File: src/nfse_pkg.sv
// Package for the sentence speed field extractor.
// Holds character codes, the value limit and the result type; no dependencies.
package nfse_pkg;

    localparam int BYTE_W  = 8;
    localparam int COUNT_W = 5;
    localparam int VALUE_W = 27;
    localparam int SUM_W   = 31;
    localparam int FRAC_W  = 2;

    localparam logic [BYTE_W-1:0]  NL_BYTE    = 8'h0A;
    localparam logic [BYTE_W-1:0]  COMMA_BYTE = 8'h2C;
    localparam logic [BYTE_W-1:0]  POINT_BYTE = 8'h2E;
    localparam logic [BYTE_W-1:0]  ZERO_BYTE  = 8'h30;
    localparam logic [BYTE_W-1:0]  NINE_BYTE  = 8'h39;

    localparam logic [VALUE_W-1:0] VALUE_MAX          = 27'd99999999;
    localparam logic [COUNT_W-1:0] FIELD_COMMAS_RESET = 5'd7;
    localparam logic [FRAC_W-1:0]  FRAC_DIGITS_MAX    = 2'd3;

    typedef struct packed {
        logic [VALUE_W-1:0] speed_milli;
        logic               field_found;
        logic               saturated;
    } speed_result_t;

    typedef struct packed {
        logic              vld;
        logic [BYTE_W-1:0] rx_byte;
    } byte_slot_t;

endpackage

File: src/nfse_byte_if.sv
// Input channel carrying one received character per item.
// Depends on nfse_pkg for the byte width.
interface nfse_byte_if;
    logic                        valid;
    logic                        ready;
    logic [nfse_pkg::BYTE_W-1:0] rx_byte;

    modport source (output valid, output rx_byte, input ready);
    modport sink   (input valid, input rx_byte, output ready);
endinterface

File: src/nfse_speed_if.sv
// Output channel carrying one extracted speed result per item.
// Depends on nfse_pkg for the value width.
interface nfse_speed_if;
    logic                         valid;
    logic                         ready;
    logic [nfse_pkg::VALUE_W-1:0] speed_milli;
    logic                         field_found;
    logic                         saturated;

    modport source (output valid, output speed_milli, output field_found,
                    output saturated, input ready);
    modport sink   (input valid, input speed_milli, input field_found,
                    input saturated, output ready);
endinterface

File: src/nfse_in_stage.sv
// Input register: holds one received character until the converter takes it.
// Depends on nfse_pkg.
module nfse_in_stage (
    input  logic                        clk,
    input  logic                        rst_n,
    input  logic                        in_valid,
    input  logic [nfse_pkg::BYTE_W-1:0] in_byte,
    output logic                        in_ready,
    input  logic                        take,
    output nfse_pkg::byte_slot_t        slot
);

    logic                        vld_reg;
    logic                        vld_next;
    logic [nfse_pkg::BYTE_W-1:0] byte_reg;

    assign in_ready = !vld_reg || take;

    always_comb
    begin
        vld_next = vld_reg;
        if (take)
        begin
            vld_next = 1'b0;
        end
        if (in_valid && in_ready)
        begin
            vld_next = 1'b1;
        end
    end

    always_ff @(posedge clk or negedge rst_n)
    begin
        if (!rst_n)
        begin
            vld_reg <= 1'b0;
        end
        else
        begin
            vld_reg <= vld_next;
        end
    end

    always_ff @(posedge clk)
    begin
        if (in_valid && in_ready)
        begin
            byte_reg <= in_byte;
        end
    end

    assign slot.vld     = vld_reg;
    assign slot.rx_byte = byte_reg;

endmodule

File: src/nfse_field_conv.sv
// Line state and decimal-to-thousandths conversion, one character per cycle; newlines wait for a free result slot.
// Holds the field_commas register. Depends on nfse_pkg.
module nfse_field_conv (
    input  logic                         clk,
    input  logic                         rst_n,
    input  logic                         cfg_we,
    input  logic [nfse_pkg::COUNT_W-1:0] cfg_data,
    input  nfse_pkg::byte_slot_t         slot,
    input  logic                         out_free,
    output logic                         take,
    output logic                         push,
    output nfse_pkg::speed_result_t      result
);

    logic [nfse_pkg::COUNT_W-1:0] field_commas_reg;
    logic [nfse_pkg::COUNT_W-1:0] comma_count_reg;
    logic [nfse_pkg::COUNT_W-1:0] comma_count_next;
    logic [nfse_pkg::VALUE_W-1:0] value_accum_reg;
    logic [nfse_pkg::VALUE_W-1:0] value_accum_next;
    logic                         in_fraction_reg;
    logic                         in_fraction_next;
    logic [nfse_pkg::FRAC_W-1:0]  fraction_digits_reg;
    logic [nfse_pkg::FRAC_W-1:0]  fraction_digits_next;
    logic                         number_ended_reg;
    logic                         number_ended_next;
    logic                         overflow_seen_reg;
    logic                         overflow_seen_next;

    logic                         is_nl;
    logic                         is_digit;
    logic                         reached;
    logic [3:0]                   digit;
    logic [nfse_pkg::SUM_W-1:0]   acc_ext;
    logic [nfse_pkg::SUM_W-1:0]   int_sum;
    logic [nfse_pkg::SUM_W-1:0]   frac_sum;
    logic [nfse_pkg::SUM_W-1:0]   sum;
    logic [6:0]                   frac_weight;

    assign is_nl    = (slot.rx_byte == nfse_pkg::NL_BYTE);
    assign is_digit = (slot.rx_byte >= nfse_pkg::ZERO_BYTE) &&
                      (slot.rx_byte <= nfse_pkg::NINE_BYTE);
    assign digit    = slot.rx_byte[3:0];
    assign reached  = (comma_count_reg >= field_commas_reg);

    assign take = slot.vld && (!is_nl || out_free);
    assign push = take && is_nl;

    assign result.speed_milli = reached ? value_accum_reg : '0;
    assign result.field_found = reached;
    assign result.saturated   = reached && overflow_seen_reg;

    always_comb
    begin
        case (fraction_digits_reg)
            2'd0:    frac_weight = 7'd100;
            2'd1:    frac_weight = 7'd10;
            default: frac_weight = 7'd1;
        endcase
    end

    assign acc_ext  = {{(nfse_pkg::SUM_W-nfse_pkg::VALUE_W){1'b0}}, value_accum_reg};
    assign int_sum  = (acc_ext << 3) + (acc_ext << 1) +
                      nfse_pkg::SUM_W'(digit) * nfse_pkg::SUM_W'(1000);
    assign frac_sum = acc_ext + nfse_pkg::SUM_W'(digit) * nfse_pkg::SUM_W'(frac_weight);
    assign sum      = in_fraction_reg ? frac_sum : int_sum;

    always_comb
    begin
        comma_count_next     = comma_count_reg;
        value_accum_next     = value_accum_reg;
        in_fraction_next     = in_fraction_reg;
        fraction_digits_next = fraction_digits_reg;
        number_ended_next    = number_ended_reg;
        overflow_seen_next   = overflow_seen_reg;
        if (take)
        begin
            if (is_nl)
            begin
                comma_count_next     = '0;
                value_accum_next     = '0;
                in_fraction_next     = 1'b0;
                fraction_digits_next = '0;
                number_ended_next    = 1'b0;
                overflow_seen_next   = 1'b0;
            end
            else if (!reached)
            begin
                if (slot.rx_byte == nfse_pkg::COMMA_BYTE)
                begin
                    comma_count_next = comma_count_reg + 1'b1;
                end
            end
            else if (slot.rx_byte == nfse_pkg::COMMA_BYTE)
            begin
                number_ended_next = 1'b1;
            end
            else if (!number_ended_reg)
            begin
                if (is_digit)
                begin
                    if (!in_fraction_reg ||
                        fraction_digits_reg != nfse_pkg::FRAC_DIGITS_MAX)
                    begin
                        if (sum > nfse_pkg::SUM_W'(nfse_pkg::VALUE_MAX))
                        begin
                            value_accum_next   = nfse_pkg::VALUE_MAX;
                            overflow_seen_next = 1'b1;
                        end
                        else
                        begin
                            value_accum_next = sum[nfse_pkg::VALUE_W-1:0];
                        end
                        if (in_fraction_reg)
                        begin
                            fraction_digits_next = fraction_digits_reg + 1'b1;
                        end
                    end
                end
                else if (slot.rx_byte == nfse_pkg::POINT_BYTE && !in_fraction_reg)
                begin
                    in_fraction_next = 1'b1;
                end
                else
                begin
                    number_ended_next = 1'b1;
                end
            end
        end
    end

    always_ff @(posedge clk or negedge rst_n)
    begin
        if (!rst_n)
        begin
            field_commas_reg    <= nfse_pkg::FIELD_COMMAS_RESET;
            comma_count_reg     <= '0;
            value_accum_reg     <= '0;
            in_fraction_reg     <= 1'b0;
            fraction_digits_reg <= '0;
            number_ended_reg    <= 1'b0;
            overflow_seen_reg   <= 1'b0;
        end
        else
        begin
            if (cfg_we)
            begin
                field_commas_reg <= cfg_data;
            end
            comma_count_reg     <= comma_count_next;
            value_accum_reg     <= value_accum_next;
            in_fraction_reg     <= in_fraction_next;
            fraction_digits_reg <= fraction_digits_next;
            number_ended_reg    <= number_ended_next;
            overflow_seen_reg   <= overflow_seen_next;
        end
    end

endmodule

File: src/nfse_out_stage.sv
// Result register: holds one finished result until the receiver takes it.
// Depends on nfse_pkg.
module nfse_out_stage (
    input  logic                    clk,
    input  logic                    rst_n,
    input  logic                    push,
    input  nfse_pkg::speed_result_t result,
    output logic                    out_free,
    output logic                    out_valid,
    input  logic                    out_ready,
    output nfse_pkg::speed_result_t out_data
);

    logic                    vld_reg;
    logic                    vld_next;
    nfse_pkg::speed_result_t data_reg;

    assign out_free  = !vld_reg || out_ready;
    assign out_valid = vld_reg;
    assign out_data  = data_reg;

    always_comb
    begin
        vld_next = vld_reg;
        if (out_ready)
        begin
            vld_next = 1'b0;
        end
        if (push)
        begin
            vld_next = 1'b1;
        end
    end

    always_ff @(posedge clk or negedge rst_n)
    begin
        if (!rst_n)
        begin
            vld_reg <= 1'b0;
        end
        else
        begin
            vld_reg <= vld_next;
        end
    end

    always_ff @(posedge clk)
    begin
        if (push)
        begin
            data_reg <= result;
        end
    end

endmodule

File: src/nmea_field_speed_extractor_top.sv
// Top level of the sentence speed field extractor.
// Depends on nfse_pkg, nfse_byte_if, nfse_speed_if, nfse_in_stage,
// nfse_field_conv and nfse_out_stage.
//
// Usage:
//   in_ch  takes one received character per item (valid/ready).
//   out_ch gives one result per newline: speed_milli in thousandths,
//          field_found and saturated. Other characters give no item.
//   cfg_we/cfg_data write field_commas, the comma count before the field;
//   write it only while no line is in progress.
// Timing:
//   One character per cycle while no newline waits on a held result. A
//   character is held in the input register and then folded into the line
//   state; a newline's result is loaded into the result register at the
//   same edge that clears the line state, and is valid from then on.
//   The per-character update of the line state is the register feedback loop.
// Reset: clears the line state, empties both registers, field_commas = 7.
// Stall: a held result blocks only the next newline; other characters keep
//   flowing until that newline reaches the converter, then in_ch.ready drops.
module nmea_field_speed_extractor_top (
    input  logic                         clk,
    input  logic                         rst_n,
    input  logic                         cfg_we,
    input  logic [nfse_pkg::COUNT_W-1:0] cfg_data,
    nfse_byte_if.sink                    in_ch,
    nfse_speed_if.source                 out_ch
);

    nfse_pkg::byte_slot_t    slot;
    nfse_pkg::speed_result_t result;
    nfse_pkg::speed_result_t out_data;
    logic                    take;
    logic                    push;
    logic                    out_free;

    nfse_in_stage u_in_stage (
        .clk      (clk),
        .rst_n    (rst_n),
        .in_valid (in_ch.valid),
        .in_byte  (in_ch.rx_byte),
        .in_ready (in_ch.ready),
        .take     (take),
        .slot     (slot)
    );

    nfse_field_conv u_field_conv (
        .clk      (clk),
        .rst_n    (rst_n),
        .cfg_we   (cfg_we),
        .cfg_data (cfg_data),
        .slot     (slot),
        .out_free (out_free),
        .take     (take),
        .push     (push),
        .result   (result)
    );

    nfse_out_stage u_out_stage (
        .clk       (clk),
        .rst_n     (rst_n),
        .push      (push),
        .result    (result),
        .out_free  (out_free),
        .out_valid (out_ch.valid),
        .out_ready (out_ch.ready),
        .out_data  (out_data)
    );

    assign out_ch.speed_milli = out_data.speed_milli;
    assign out_ch.field_found = out_data.field_found;
    assign out_ch.saturated   = out_data.saturated;

endmodule

File: src/flat_wrapper.sv
// flat-port wrapper written by rule: the top's interface ports become plain ports
module nmea_field_speed_extractor_top_flat 
  (clk, rst_n, cfg_we, cfg_data, in_ch_valid, in_ch_rx_byte, in_ch_ready, out_ch_valid, out_ch_speed_milli, out_ch_field_found, out_ch_saturated, out_ch_ready);
  nfse_byte_if in_ch_i ();
  nfse_speed_if out_ch_i ();
  input  logic clk;
  input  logic rst_n;
  input  logic cfg_we;
  input  logic [nfse_pkg::COUNT_W-1:0] cfg_data;
  input wire logic [$bits(in_ch_i.valid)-1:0] in_ch_valid;
  input wire logic [$bits(in_ch_i.rx_byte)-1:0] in_ch_rx_byte;
  output wire logic [$bits(in_ch_i.ready)-1:0] in_ch_ready;
  output wire logic [$bits(out_ch_i.valid)-1:0] out_ch_valid;
  output wire logic [$bits(out_ch_i.speed_milli)-1:0] out_ch_speed_milli;
  output wire logic [$bits(out_ch_i.field_found)-1:0] out_ch_field_found;
  output wire logic [$bits(out_ch_i.saturated)-1:0] out_ch_saturated;
  input wire logic [$bits(out_ch_i.ready)-1:0] out_ch_ready;
  assign in_ch_i.valid = in_ch_valid;
  assign in_ch_i.rx_byte = in_ch_rx_byte;
  assign in_ch_ready = in_ch_i.ready;
  assign out_ch_valid = out_ch_i.valid;
  assign out_ch_speed_milli = out_ch_i.speed_milli;
  assign out_ch_field_found = out_ch_i.field_found;
  assign out_ch_saturated = out_ch_i.saturated;
  assign out_ch_i.ready = out_ch_ready;
  nmea_field_speed_extractor_top u_core (.clk(clk), .rst_n(rst_n), .cfg_we(cfg_we), .cfg_data(cfg_data), .in_ch(in_ch_i), .out_ch(out_ch_i));
endmodule
File: config.mk
export PLATFORM = sky130hd
export DESIGN_NAME = nmea_field_speed_extractor_top_flat
export DESIGN_NICKNAME = d
export VERILOG_FILES = /design/src/nfse_pkg.sv /design/src/nfse_byte_if.sv /design/src/nfse_speed_if.sv /design/src/nfse_in_stage.sv /design/src/nfse_field_conv.sv /design/src/nfse_out_stage.sv /design/src/nmea_field_speed_extractor_top.sv /design/src/flat_wrapper.sv
export SDC_FILE = /design/constraint.sdc
export NUM_CORES = 1
export LEC_CHECK = 0
export ABC_CLOCK_PERIOD_IN_PS = 5600
export BUFFER_PORTS_ARGS = -buffer_cell sky130_fd_sc_hd__buf_2
export CAP_MARGIN = 20
export CORE_MARGIN = 5
export CORE_UTILIZATION = 55
export DETAILED_ROUTE_END_ITERATION = 12
export GPL_ROUTABILITY_DRIVEN = 0
export PLACE_DENSITY = 0.84
export SLEW_MARGIN = 20
export SYNTH_ARGS = -nofsm -noshare
export SYNTH_HDL_FRONTEND = slang
export SYNTH_SLANG_ARGS = --single-unit
File: constraint.sdc
create_clock -name clk -period 5.6 [get_ports clk]
set_input_delay 0.28 -clock clk [delete_from_list [all_inputs] [get_ports clk]]
set_output_delay 0.28 -clock clk [all_outputs]
set_load 0.02 [all_outputs]
## Yosys cells after proc, flatten, opt, wreduce, memory -nomap -nowiden

Cells that the tools add are included.

- Input bits: 18
- Output and inout port bits: 31
- Word-level logic and storage cells: 105
- Flip-flop bits (word level): 81

- Muxes and demuxes: 42
- $lt $le $gt $ge: 4
- Reductions and logical operators: 30
- Add/subtract/negate cells: 5
- $mul: 2
- Eq/ne operators: 9

Operators by type and width:

| kind | count |
|---|---|
| 27-bit 2-to-1 mux | 7 |
| 30-bit by 28-bit adder with 31-bit output | 1 |
| 31-bit by 14-bit adder with 31-bit output | 1 |
| 31-bit by 27-bit greater-than comparator with 1-bit output (second input constant) | 1 |
| 31-bit 2-to-1 mux | 1 |
| 27-bit by 11-bit adder with 28-bit output | 1 |
| 1-bit 2-to-1 mux | 23 |
| 2-bit nonzero test | 9 |
| 8-bit by 6-bit == test with 1-bit output (second input constant) | 2 |
| 5-bit 2-to-1 mux | 3 |
| 2-bit 2-to-1 mux | 7 |
| 7-bit one-hot mux with 2 select lines | 1 |
| 7-bit AND reduction | 2 |
| 6-bit AND reduction | 2 |
| 4-bit by 7-bit multiplier with 11-bit output | 1 |
| 4-bit by 7-bit multiplier with 11-bit output (second input constant) | 1 |
| 8-bit by 4-bit == test with 1-bit output (second input constant) | 1 |
| 8-bit by 6-bit >= comparator with 1-bit output (second input constant) | 1 |
| 8-bit by 6-bit <= comparator with 1-bit output (second input constant) | 1 |
| 2-bit != test (second input constant) | 4 |
| 1-bit logical AND | 6 |
| 5-bit by 1-bit adder with 5-bit output (second input constant) | 1 |
| 5-bit >= comparator | 1 |
| 1-bit logical NOT | 4 |
| 7 further kinds | 10 |

## Logic depth before layout (Yosys ltp)

Gate-level depths: netlist of run 1.

- Word-level depth: 13
- Gate-level depth with buffers: 26
- Gate-level depth less buffers: 24

## By module

A second synthesis of run 1 with hierarchy kept.

- Cell total of the unflattened synthesis: 826
- Area, all modules: 7767.4 µm²

Modules (own cells, without submodules):

| module | seq. area each (µm²) | times used | cells each | area each (µm²) |
|---|---|---|---|---|
| nfse_field_conv | 1054.8 | 1 | 781 | 6547.5 |
| nfse_out_stage | 895.9 | 1 | 32 | 918.4 |
| nfse_in_stage | 265.3 | 1 | 13 | 301.5 |

## Least setup slack after synthesis of run 1

No wires, ideal clock.

- Path kind: register -> register
- Start: reg u_core.u_in_stage.byte_reg[1] (netlist name)
- End: reg u_core.u_field_conv.value_accum_reg[3] (netlist name)
- Arrival: 6094 ps
- Stages on the path, launching flop included: 27
- Buffers on the path: 2
- Slack: -617 ps
- Library setup time: 123 ps
- Period minus slack after synthesis: 6217 ps
- Required time: 5477 ps
- Cell sequence: edfxtp_1 fa_1 inv_1 fa_1 inv_1 ha_1 a21o_1 a21oi_1 inv_1 a21oi_1 o21ai_0 xor2_1 fa_1 ha_1 clkbuf_1 a21o_1 a31oi_1 nor3_1 or3_4 xor2_1 o32ai_1 and2_1 a311o_1 a22oi_2 o21ai_4 buf_6 o221a_1

- Word-level cells in the longest chain between the ends: 11
- Elaborated cells on any way between the ends: 27
- Classes of those cells: 2 x add/sub; 2 x mul; 3 x order compare; 4 x eq/ne; 8 x mux; 8 x reduce/logical

RTL lines:

| item | line | source |
|---|---|---|
| start, declared | nfse_in_stage.sv:15 | `logic [nfse_pkg::BYTE_W-1:0] byte_reg;` |
| start signal, assigned | nfse_in_stage.sv:48 | `byte_reg <= in_byte;` |
| 4-bit by 7-bit multiplier with 11-bit output, on equally long branches | nfse_field_conv.sv:63, nfse_field_conv.sv:64 |  |
| 31-bit by 14-bit adder with 31-bit output or 27-bit by 11-bit adder with 28-bit output (tied branches) | nfse_field_conv.sv:62, nfse_field_conv.sv:64 |  |
| 31-bit 2-to-1 mux | nfse_field_conv.sv:65 | `assign sum = in_fraction_reg ? frac_sum : int_sum;` |
| 31-bit by 27-bit greater-than comparator with 1-bit output | nfse_field_conv.sv:104 | `if (sum > nfse_pkg::SUM_W'(nfse_pkg::VALUE_MAX))` |
| 27-bit 2-to-1 mux | nfse_field_conv.sv:104 |  |
| 27-bit 2-to-1 mux | nfse_field_conv.sv:101 | `if (!in_fraction_reg \|\|` |
| 27-bit 2-to-1 mux | nfse_field_conv.sv:99 | `if (is_digit)` |
| 27-bit 2-to-1 mux | nfse_field_conv.sv:97 | `else if (!number_ended_reg)` |
| 27-bit 2-to-1 mux | nfse_field_conv.sv:93 | `else if (slot.rx_byte == nfse_pkg::COMMA_BYTE)` |
| 27-bit 2-to-1 mux | nfse_field_conv.sv:86 | `else if (!reached)` |
| 27-bit 2-to-1 mux | nfse_field_conv.sv:77 | `if (is_nl)` |
| end signal, assigned | nfse_field_conv.sv:150 | `value_accum_reg <= value_accum_next;` |
| end, declared | nfse_field_conv.sv:18 | `logic [nfse_pkg::VALUE_W-1:0] value_accum_reg;` |

Several ways; a longest one is shown, not always the timed one. The select of a mux whose other input is x is not followed.
A chain may end at the register's enable or synchronous reset.

## Worst setup path in the final report of run 1

- Start: reg u_core.u_in_stage.byte_reg[3] (netlist name)
- End: reg u_core.u_field_conv.value_accum_reg[18] (netlist name)

The elaborated chain is that of the path after synthesis.

==> results.sh, run 1 <==
export IMPL_synth_seq_area_share=0.287
export IMPL_areaGrowthSynthToFinish_pct=24.2
export IMPL_cp_slowest_stage_delay_ns=0.61
export IMPL_critical_path_class="flip-flop to flip-flop"
export IMPL_nets=1085
export IMPL_wire_per_inst_microns=20.4
export IMPL_r2r_start="u_core.u_in_stage.byte_reg[3]$_DFFE_PP_"
export IMPL_yosys_area_top_type="ha_1"
export IMPL_start_util=0.558
export IMPL_htreeDepth=3
export IMPL_slew_violations=0
export IMPL_critPathLaunchType="flip-flop"
export IMPL_drcViolationCount=0
export IMPL_async_reset_ff_frac=0.543
export IMPL_io_buffers=48
export IMPL_status="finished, violations left"
export IMPL_regArea_sq_um=2220
export IMPL_crit_fanout=5
export IMPL_yosys_cell_types_count=73
export IMPL_die_w_microns=128
export IMPL_cp_required_ns=5.83
export IMPL_cts_root_buffer="clkbuf_16"
export IMPL_cp_num_cells=25
export IMPL_cp_slowest_cell="fa_1"
export IMPL_tritoncts="done"
export IMPL_cts_buffer_depth=2
export IMPL_hold_class="input port to async pin"
export IMPL_dieArea_sq_um=16500
export IMPL_power_density_nw_per_um2=389
export IMPL_multi_input_area_sq_um=5600
export IMPL_peakVddDrop_mv=0.266
export IMPL_crit_path_end_kind="flip-flop"
export IMPL_cts_buffers=9
export IMPL_cp_top_family="adder cells"
export IMPL_grt_max_degree=48
export IMPL_r2r_cells=25
export IMPL_path_buf_inv=4
export IMPL_syn_nets=969
export IMPL_syn_avg_cell_area_sq_um=9.31
export IMPL_violations="negative setup slack"
export IMPL_skew_ns=0.00742
export IMPL_worstSkewPairLatency_ns=0.34
export IMPL_crit_arrival_ns=6.40
export IMPL_fin_util=0.693
export IMPL_clk_pin_slew_ns=0.07
export IMPL_overflow=0
export IMPL_dp_hpwl_mm=15.1
export IMPL_fmax_ghz=0.162
export IMPL_grt_first_pass_wirelength_mm=35.2
export IMPL_track_usage=0.264
export IMPL_drtAntennaViolNets=0
export IMPL_final_hold_viol_count=0
export IMPL_dp_cells=1101
export IMPL_path_common_cell="fa_1"
export IMPL_rsz0062_at_grt="true"
export IMPL_synth_top_area_frac=0.146
export IMPL_p_leak_nw=4.48
export IMPL_period_needed_ns=6.16
export IMPL_placementRows=43
export IMPL_fillCellCount=879
export IMPL_drt_initial_drc_count=1000
export IMPL_yosysWarnings=0
export IMPL_startpoint="u_core.u_in_stage.byte_reg[3]$_DFFE_PP_"
export IMPL_io_pins=49
export IMPL_synth_common_cells="ha_1 (90), inv_1 (80), nand2_1 (75), a21oi_1 (47), dfrtp_1 (41)"
export IMPL_drt_total_wl_mm=23.0
export IMPL_synth_edf_count=37
export IMPL_ys_ff_latch=81
export IMPL_vias_per_cell=6.39
export IMPL_finalSetupViolCount=28
export IMPL_ys_top_cells_by_area="ha_1 (15%), edfxtp_1 (14%), dfrtp_1 (13%), fa_1 (8.6%), inv_1 (3.9%)"
export IMPL_cap_violations=0
export IMPL_drt_pass1_iterations=7
export IMPL_instances_no_fill=1129
export IMPL_timing_final_ws_setup_ns=-0.564
export IMPL_coreArea_sq_um=13800
export IMPL_die_height_microns=128
export IMPL_antenna_found_initial=0
export IMPL_synth_most_common_cell="ha_1"
export IMPL_grt_pass1_vias=7067
export IMPL_syn_area_sq_um=7710
export IMPL_drive_gt1_frac=0.255
export IMPL_tightest_slew_ns=1.09
export IMPL_num_vias=7219
export IMPL_cts_sinks=81
export IMPL_post_route_period_util=1.10
export IMPL_largest_register_ffs=29
export IMPL_antenna_cells=0
export IMPL_relSlewSlack=0.269
export IMPL_syn_instance_count=828
export IMPL_synth_ff_type="dfrtp_1"
-- area by class of cell --
| class | count | area share |
|---|---|---|
| multi-input combinational | 637 | 0.584 |
| sequential | 81 | 0.231 |
| timing repair buffer | 135 | 0.0974 |
| inverter | 80 | 0.0313 |
| clock buffer | 12 | 0.0291 |
| tap | 180 | 0.0235 |
| clock inverter | 4 | 0.00300 |
-- metrics by stage --
| step | setup slack [ns] | TNS (ns) | power, mW | hold WS, ns | instance area (sq um) |
|---|---|---|---|---|---|
| 4_1_cts | -0.414 | -9.89 | 3.26 | 0.115 | 9280 |
| 5_1_grt | -0.698 | -17.98 | 3.89 | 0.112 | 9580 |
| 3_5_place_dp | -0.594 | -14.84 | 2.50 | 0.459 | 8650 |
| 2_1_floorplan | -0.268 | -5.21 | 1.81 | -0.0156 | 7770 |
| 6_report | -0.564 | -13.84 | 3.73 | 0.105 | 9580 |
| 3_3_place_gp | -0.461 | -11.31 | 2.44 | 0.456 | 8650 |
-- logic make-up (layout without fill, tap and decap cells) --
group,after synthesis,in the layout,synth area share
flip-flops,81,81,0.287
AND/OR/NAND/NOR,244,244,0.166
adder cells (fa/ha/maj),123,123,0.232
multiplexers,14,14,0.0191
buffers and inverters,110,231,0.0548
XOR/XNOR,44,44,0.0500
AO/OA/AOI/OAI,212,212,0.191
-- final timing paths --
kind	end	slack [ns]
worst max-delay path	u_core.u_field_conv.value_accum_reg[18]$_DFFE_PN0P_	-0.56
min in group clk	u_core.u_in_stage.byte_reg[0]$_DFFE_PP_	0.12
worst max register to register	u_core.u_field_conv.value_accum_reg[18]$_DFFE_PN0P_	-0.56
max in group asynchronous	u_core.u_field_conv.value_accum_reg[12]$_DFFE_PN0P_	4.87
worst min-delay path	u_core.u_field_conv.field_commas_reg[3]$_DFFE_PN0P_	0.10
worst min register to register	u_core.u_field_conv.field_commas_reg[1]$_DFFE_PN1P_	0.53
-- timing repair --
action,CTS,global route
setup buffers,8,6
gates resized for setup,41,46
pin swaps,26,38
endpoints found under the setup margin,28,28
endpoints found under the hold margin,0,0
hold buffers,0,0
-- per-layer routing --
layer  global-route usage  part of all wire  vias to the layer above  routed length, microns
met3               0.0428             0.098                      100                    2260
met2                0.441              0.49                      492                   11200
met5                    0                 0                        -                       0
li1                     -                 -                     3207                       -
met1                0.344              0.38                     3420                    8690
met4                0.107             0.039                        0                     887
-- power by group --
part | internal (mW) | leakage [nW] | total [mW] | switching, mW
logic | 1.10 | 3.39 | 2.37 | 1.27
clock network | 0.358 | 0.154 | 0.613 | 0.255
registers | 0.660 | 0.940 | 0.746 | 0.0860
total | 2.11 | 4.48 | 3.73 | 1.61
-- placed cells by master (no fill, tap or decap), drive strengths merged, types with 6 or more instances in the layout --
master  count
a211oi     10
a21o       18
a21oi      48
a31oi      18
and2       41
and3        7
and4        6
buf       135
clkbuf     12
dfrtp      41
edfxtp     37
fa         33
ha         90
inv        83
mux2i      11
nand2      75
nand2b     11
nand3      11
nand4      19
nor2       37
nor3       12
o21a       12
o21ai      46
o221a      12
xnor2      25
xor2       19
No activity file was read; power rests on OpenSTA's default activity.
==> run 2, diff against run 1 <==
Settings changed: SETUP_SLACK_MARGIN set to 0.2.
==> run 2 against run 1 <==
- core utilization rose by 0.43 points
- critical endpoint is now u_core.u_field_conv.value_accum_reg[21]$_DFFE_PN0P_
- the flow still finishes with violations (negative setup slack)
- critical path type unchanged
- non-clock buffer count increased by 10
- design area increased by 0.61%
- critical path depth is 1 higher
- clock power is 2% lower
- power fell by 2.0%
- largest cell class unchanged
- cell count rose by 0.89%
- global-route usage is 1.2 points lower
- clock skew is essentially flat
- die area unchanged
==> results.sh, run 2 (synthesis results as in run 1) <==
export IMPL_overflow=0
export IMPL_power_density_nw_per_um2=379
export IMPL_clk_pin_slew_ns=0.06
export IMPL_critical_path_class="flip-flop to flip-flop"
export IMPL_cts_root_buffer="clkbuf_16"
export IMPL_cts_buffers=9
export IMPL_finalSetupViolCount=28
export IMPL_post_route_period_util=1.09
export IMPL_drt_initial_drc_count=1167
export IMPL_timing_final_ws_setup_ns=-0.516
export IMPL_grt_first_pass_wirelength_mm=34.0
export IMPL_status="finished, violations left"
export IMPL_drtAntennaViolNets=0
export IMPL_pre_cts_ws_ns=-0.768
export IMPL_met1_length_mm=8.70
export IMPL_grt_pass1_vias=7019
export IMPL_crit_arrival_ns=6.33
export IMPL_final_hold_viol_count=0
export IMPL_cp_required_ns=5.82
export IMPL_nets=1095
export IMPL_critPathLaunchType="flip-flop"
export IMPL_htreeDepth=3
export IMPL_final_area_sq_um=9640
export IMPL_r2r_cells=26
export IMPL_place_area_sq_um=8660
export IMPL_holdWs_ns=0.108
export IMPL_cap_violations=0
export IMPL_largest_register_ffs=29
export IMPL_instances_no_fill=1139
export IMPL_wl_met2_mm=11.1
export IMPL_antenna_cells=0
export IMPL_cp_slowest_stage_delay_ns=0.61
export IMPL_finalPower_mw=3.65
export IMPL_worstSkewPairLatency_ns=0.34
export IMPL_tightest_slew_ns=0.978
export IMPL_p_leak_nw=4.53
export IMPL_postCtsHoldBufs=0
export IMPL_dieArea_sq_um=16500
export IMPL_drt_total_wl_mm=23.4
export IMPL_drcViolationCount=0
export IMPL_hold_class="input port to async pin"
export IMPL_period_needed_ns=6.12
export IMPL_io_buffers=48
export IMPL_tritoncts="done"
export IMPL_skew_ns=0.00780
export IMPL_met3_length_mm=2.51
export IMPL_layout_common_cells="buf_4 (88), ha_1 (84), inv_1 (78)"
export IMPL_cts_sinks=81
export IMPL_drt_pass1_iterations=6
export IMPL_antenna_found_initial=0
export IMPL_crit_path_end_kind="flip-flop"
export IMPL_grt_max_degree=49
export IMPL_track_usage=0.252
export IMPL_fin_setup_tns_ns=-12.47
export IMPL_dp_hpwl_mm=15.1
export IMPL_vias_per_cell=6.49
export IMPL_cts_buffer_depth=2
export IMPL_wire_per_inst_microns=20.5
export IMPL_areaGrowthSynthToFinish_pct=25.0
export IMPL_violations="negative setup slack"
export IMPL_path_common_cell="buf_4"
export IMPL_drive_gt1_frac=0.265
export IMPL_rsz0062_at_grt="true"
export IMPL_r2r_start="u_core.u_in_stage.byte_reg[3]$_DFFE_PP_"
export IMPL_relSlewSlack=0.348
export IMPL_cp_slowest_cell="fa_1"
export IMPL_crit_fanout=6
export IMPL_placementRows=43
export IMPL_coreArea_sq_um=13800
export IMPL_num_vias=7388
export IMPL_fmax_ghz=0.164
export IMPL_fin_util=0.697
export IMPL_die_w_microns=128
export IMPL_io_pins=49
export IMPL_start_util=0.558
export IMPL_rrSetupSlack_ns=-0.52
export IMPL_routed_top_layer="met4"
export IMPL_die_height_microns=128
export IMPL_mostFrequentLayoutCell="buf_4"
export IMPL_dp_cells=1102
export IMPL_peakVddDrop_mv=0.258
export IMPL_r2r_end="u_core.u_field_conv.value_accum_reg[21]$_DFFE_PN0P_"
export IMPL_slew_violations=0
[run 2: changes by cell type in the layout (fill, tap and decap cells not counted), sizes merged]
cell,before,now
buf,135,145
[run 2: routing by layer]
layer	GRT usage	vias up
met4	0.0930	0
met3	0.0407	125
li1	-	3231
met5	0	-
met2	0.423	517
met1	0.331	3515
[run 2: critical path, delay by kind of cell, from the launching register on]
kind            cells  cell delay (ns)
compound gates     10             1.87
xor+xnor            1             0.18
flops               1             0.43
buf+inv             7             0.87
simple gates        3             0.48
fa+ha+maj           5             2.14
[run 2: worst max path at each step]
stage | from | slack [ns] | to
finish | u_core.u_in_stage.byte_reg[3]$_DFFE_PP_ | -0.52 | u_core.u_field_conv.value_accum_reg[21]$_DFFE_PN0P_
CTS | u_core.u_in_stage.byte_reg[1]$_DFFE_PP_ | -0.44 | u_core.u_field_conv.value_accum_reg[4]$_DFFE_PN0P_
detailed placement | u_core.u_in_stage.byte_reg[1]$_DFFE_PP_ | -0.77 | u_core.u_field_conv.value_accum_reg[21]$_DFFE_PN0P_
global placement | u_core.u_in_stage.byte_reg[2]$_DFFE_PP_ | -0.54 | u_core.u_field_conv.value_accum_reg[1]$_DFFE_PN0P_
global route | u_core.u_in_stage.byte_reg[3]$_DFFE_PP_ | -0.73 | u_core.u_field_conv.value_accum_reg[21]$_DFFE_PN0P_
floorplan | u_core.u_in_stage.byte_reg[2]$_DFFE_PP_ | -0.27 | u_core.u_field_conv.value_accum_reg[3]$_DFFE_PN0P_
[run 2: power breakdown]
part           switching [mW]  internal, mW
logic                    1.23          1.08
registers              0.0883         0.659
clock network           0.246         0.358
total                    1.56          2.09
[run 2: what timing repair did]
action,in CTS,in global routing
setup buffers,16,4
endpoints found under the setup margin,28,28
pin swaps,33,36
cloned,1,0
gates resized for setup,38,50
hold endpoints to repair,0,0
[run 2: final cells by class]
cell class	instances	area, sq um
Tap cell	180	225
Fill cell	841	4190
Sequential cell	81	2220
Clock inverter	4	28.8
Clock buffer	12	279
Inverter	80	300
Timing Repair Buffer	145	1010
Multi-Input combinational cell	637	5580
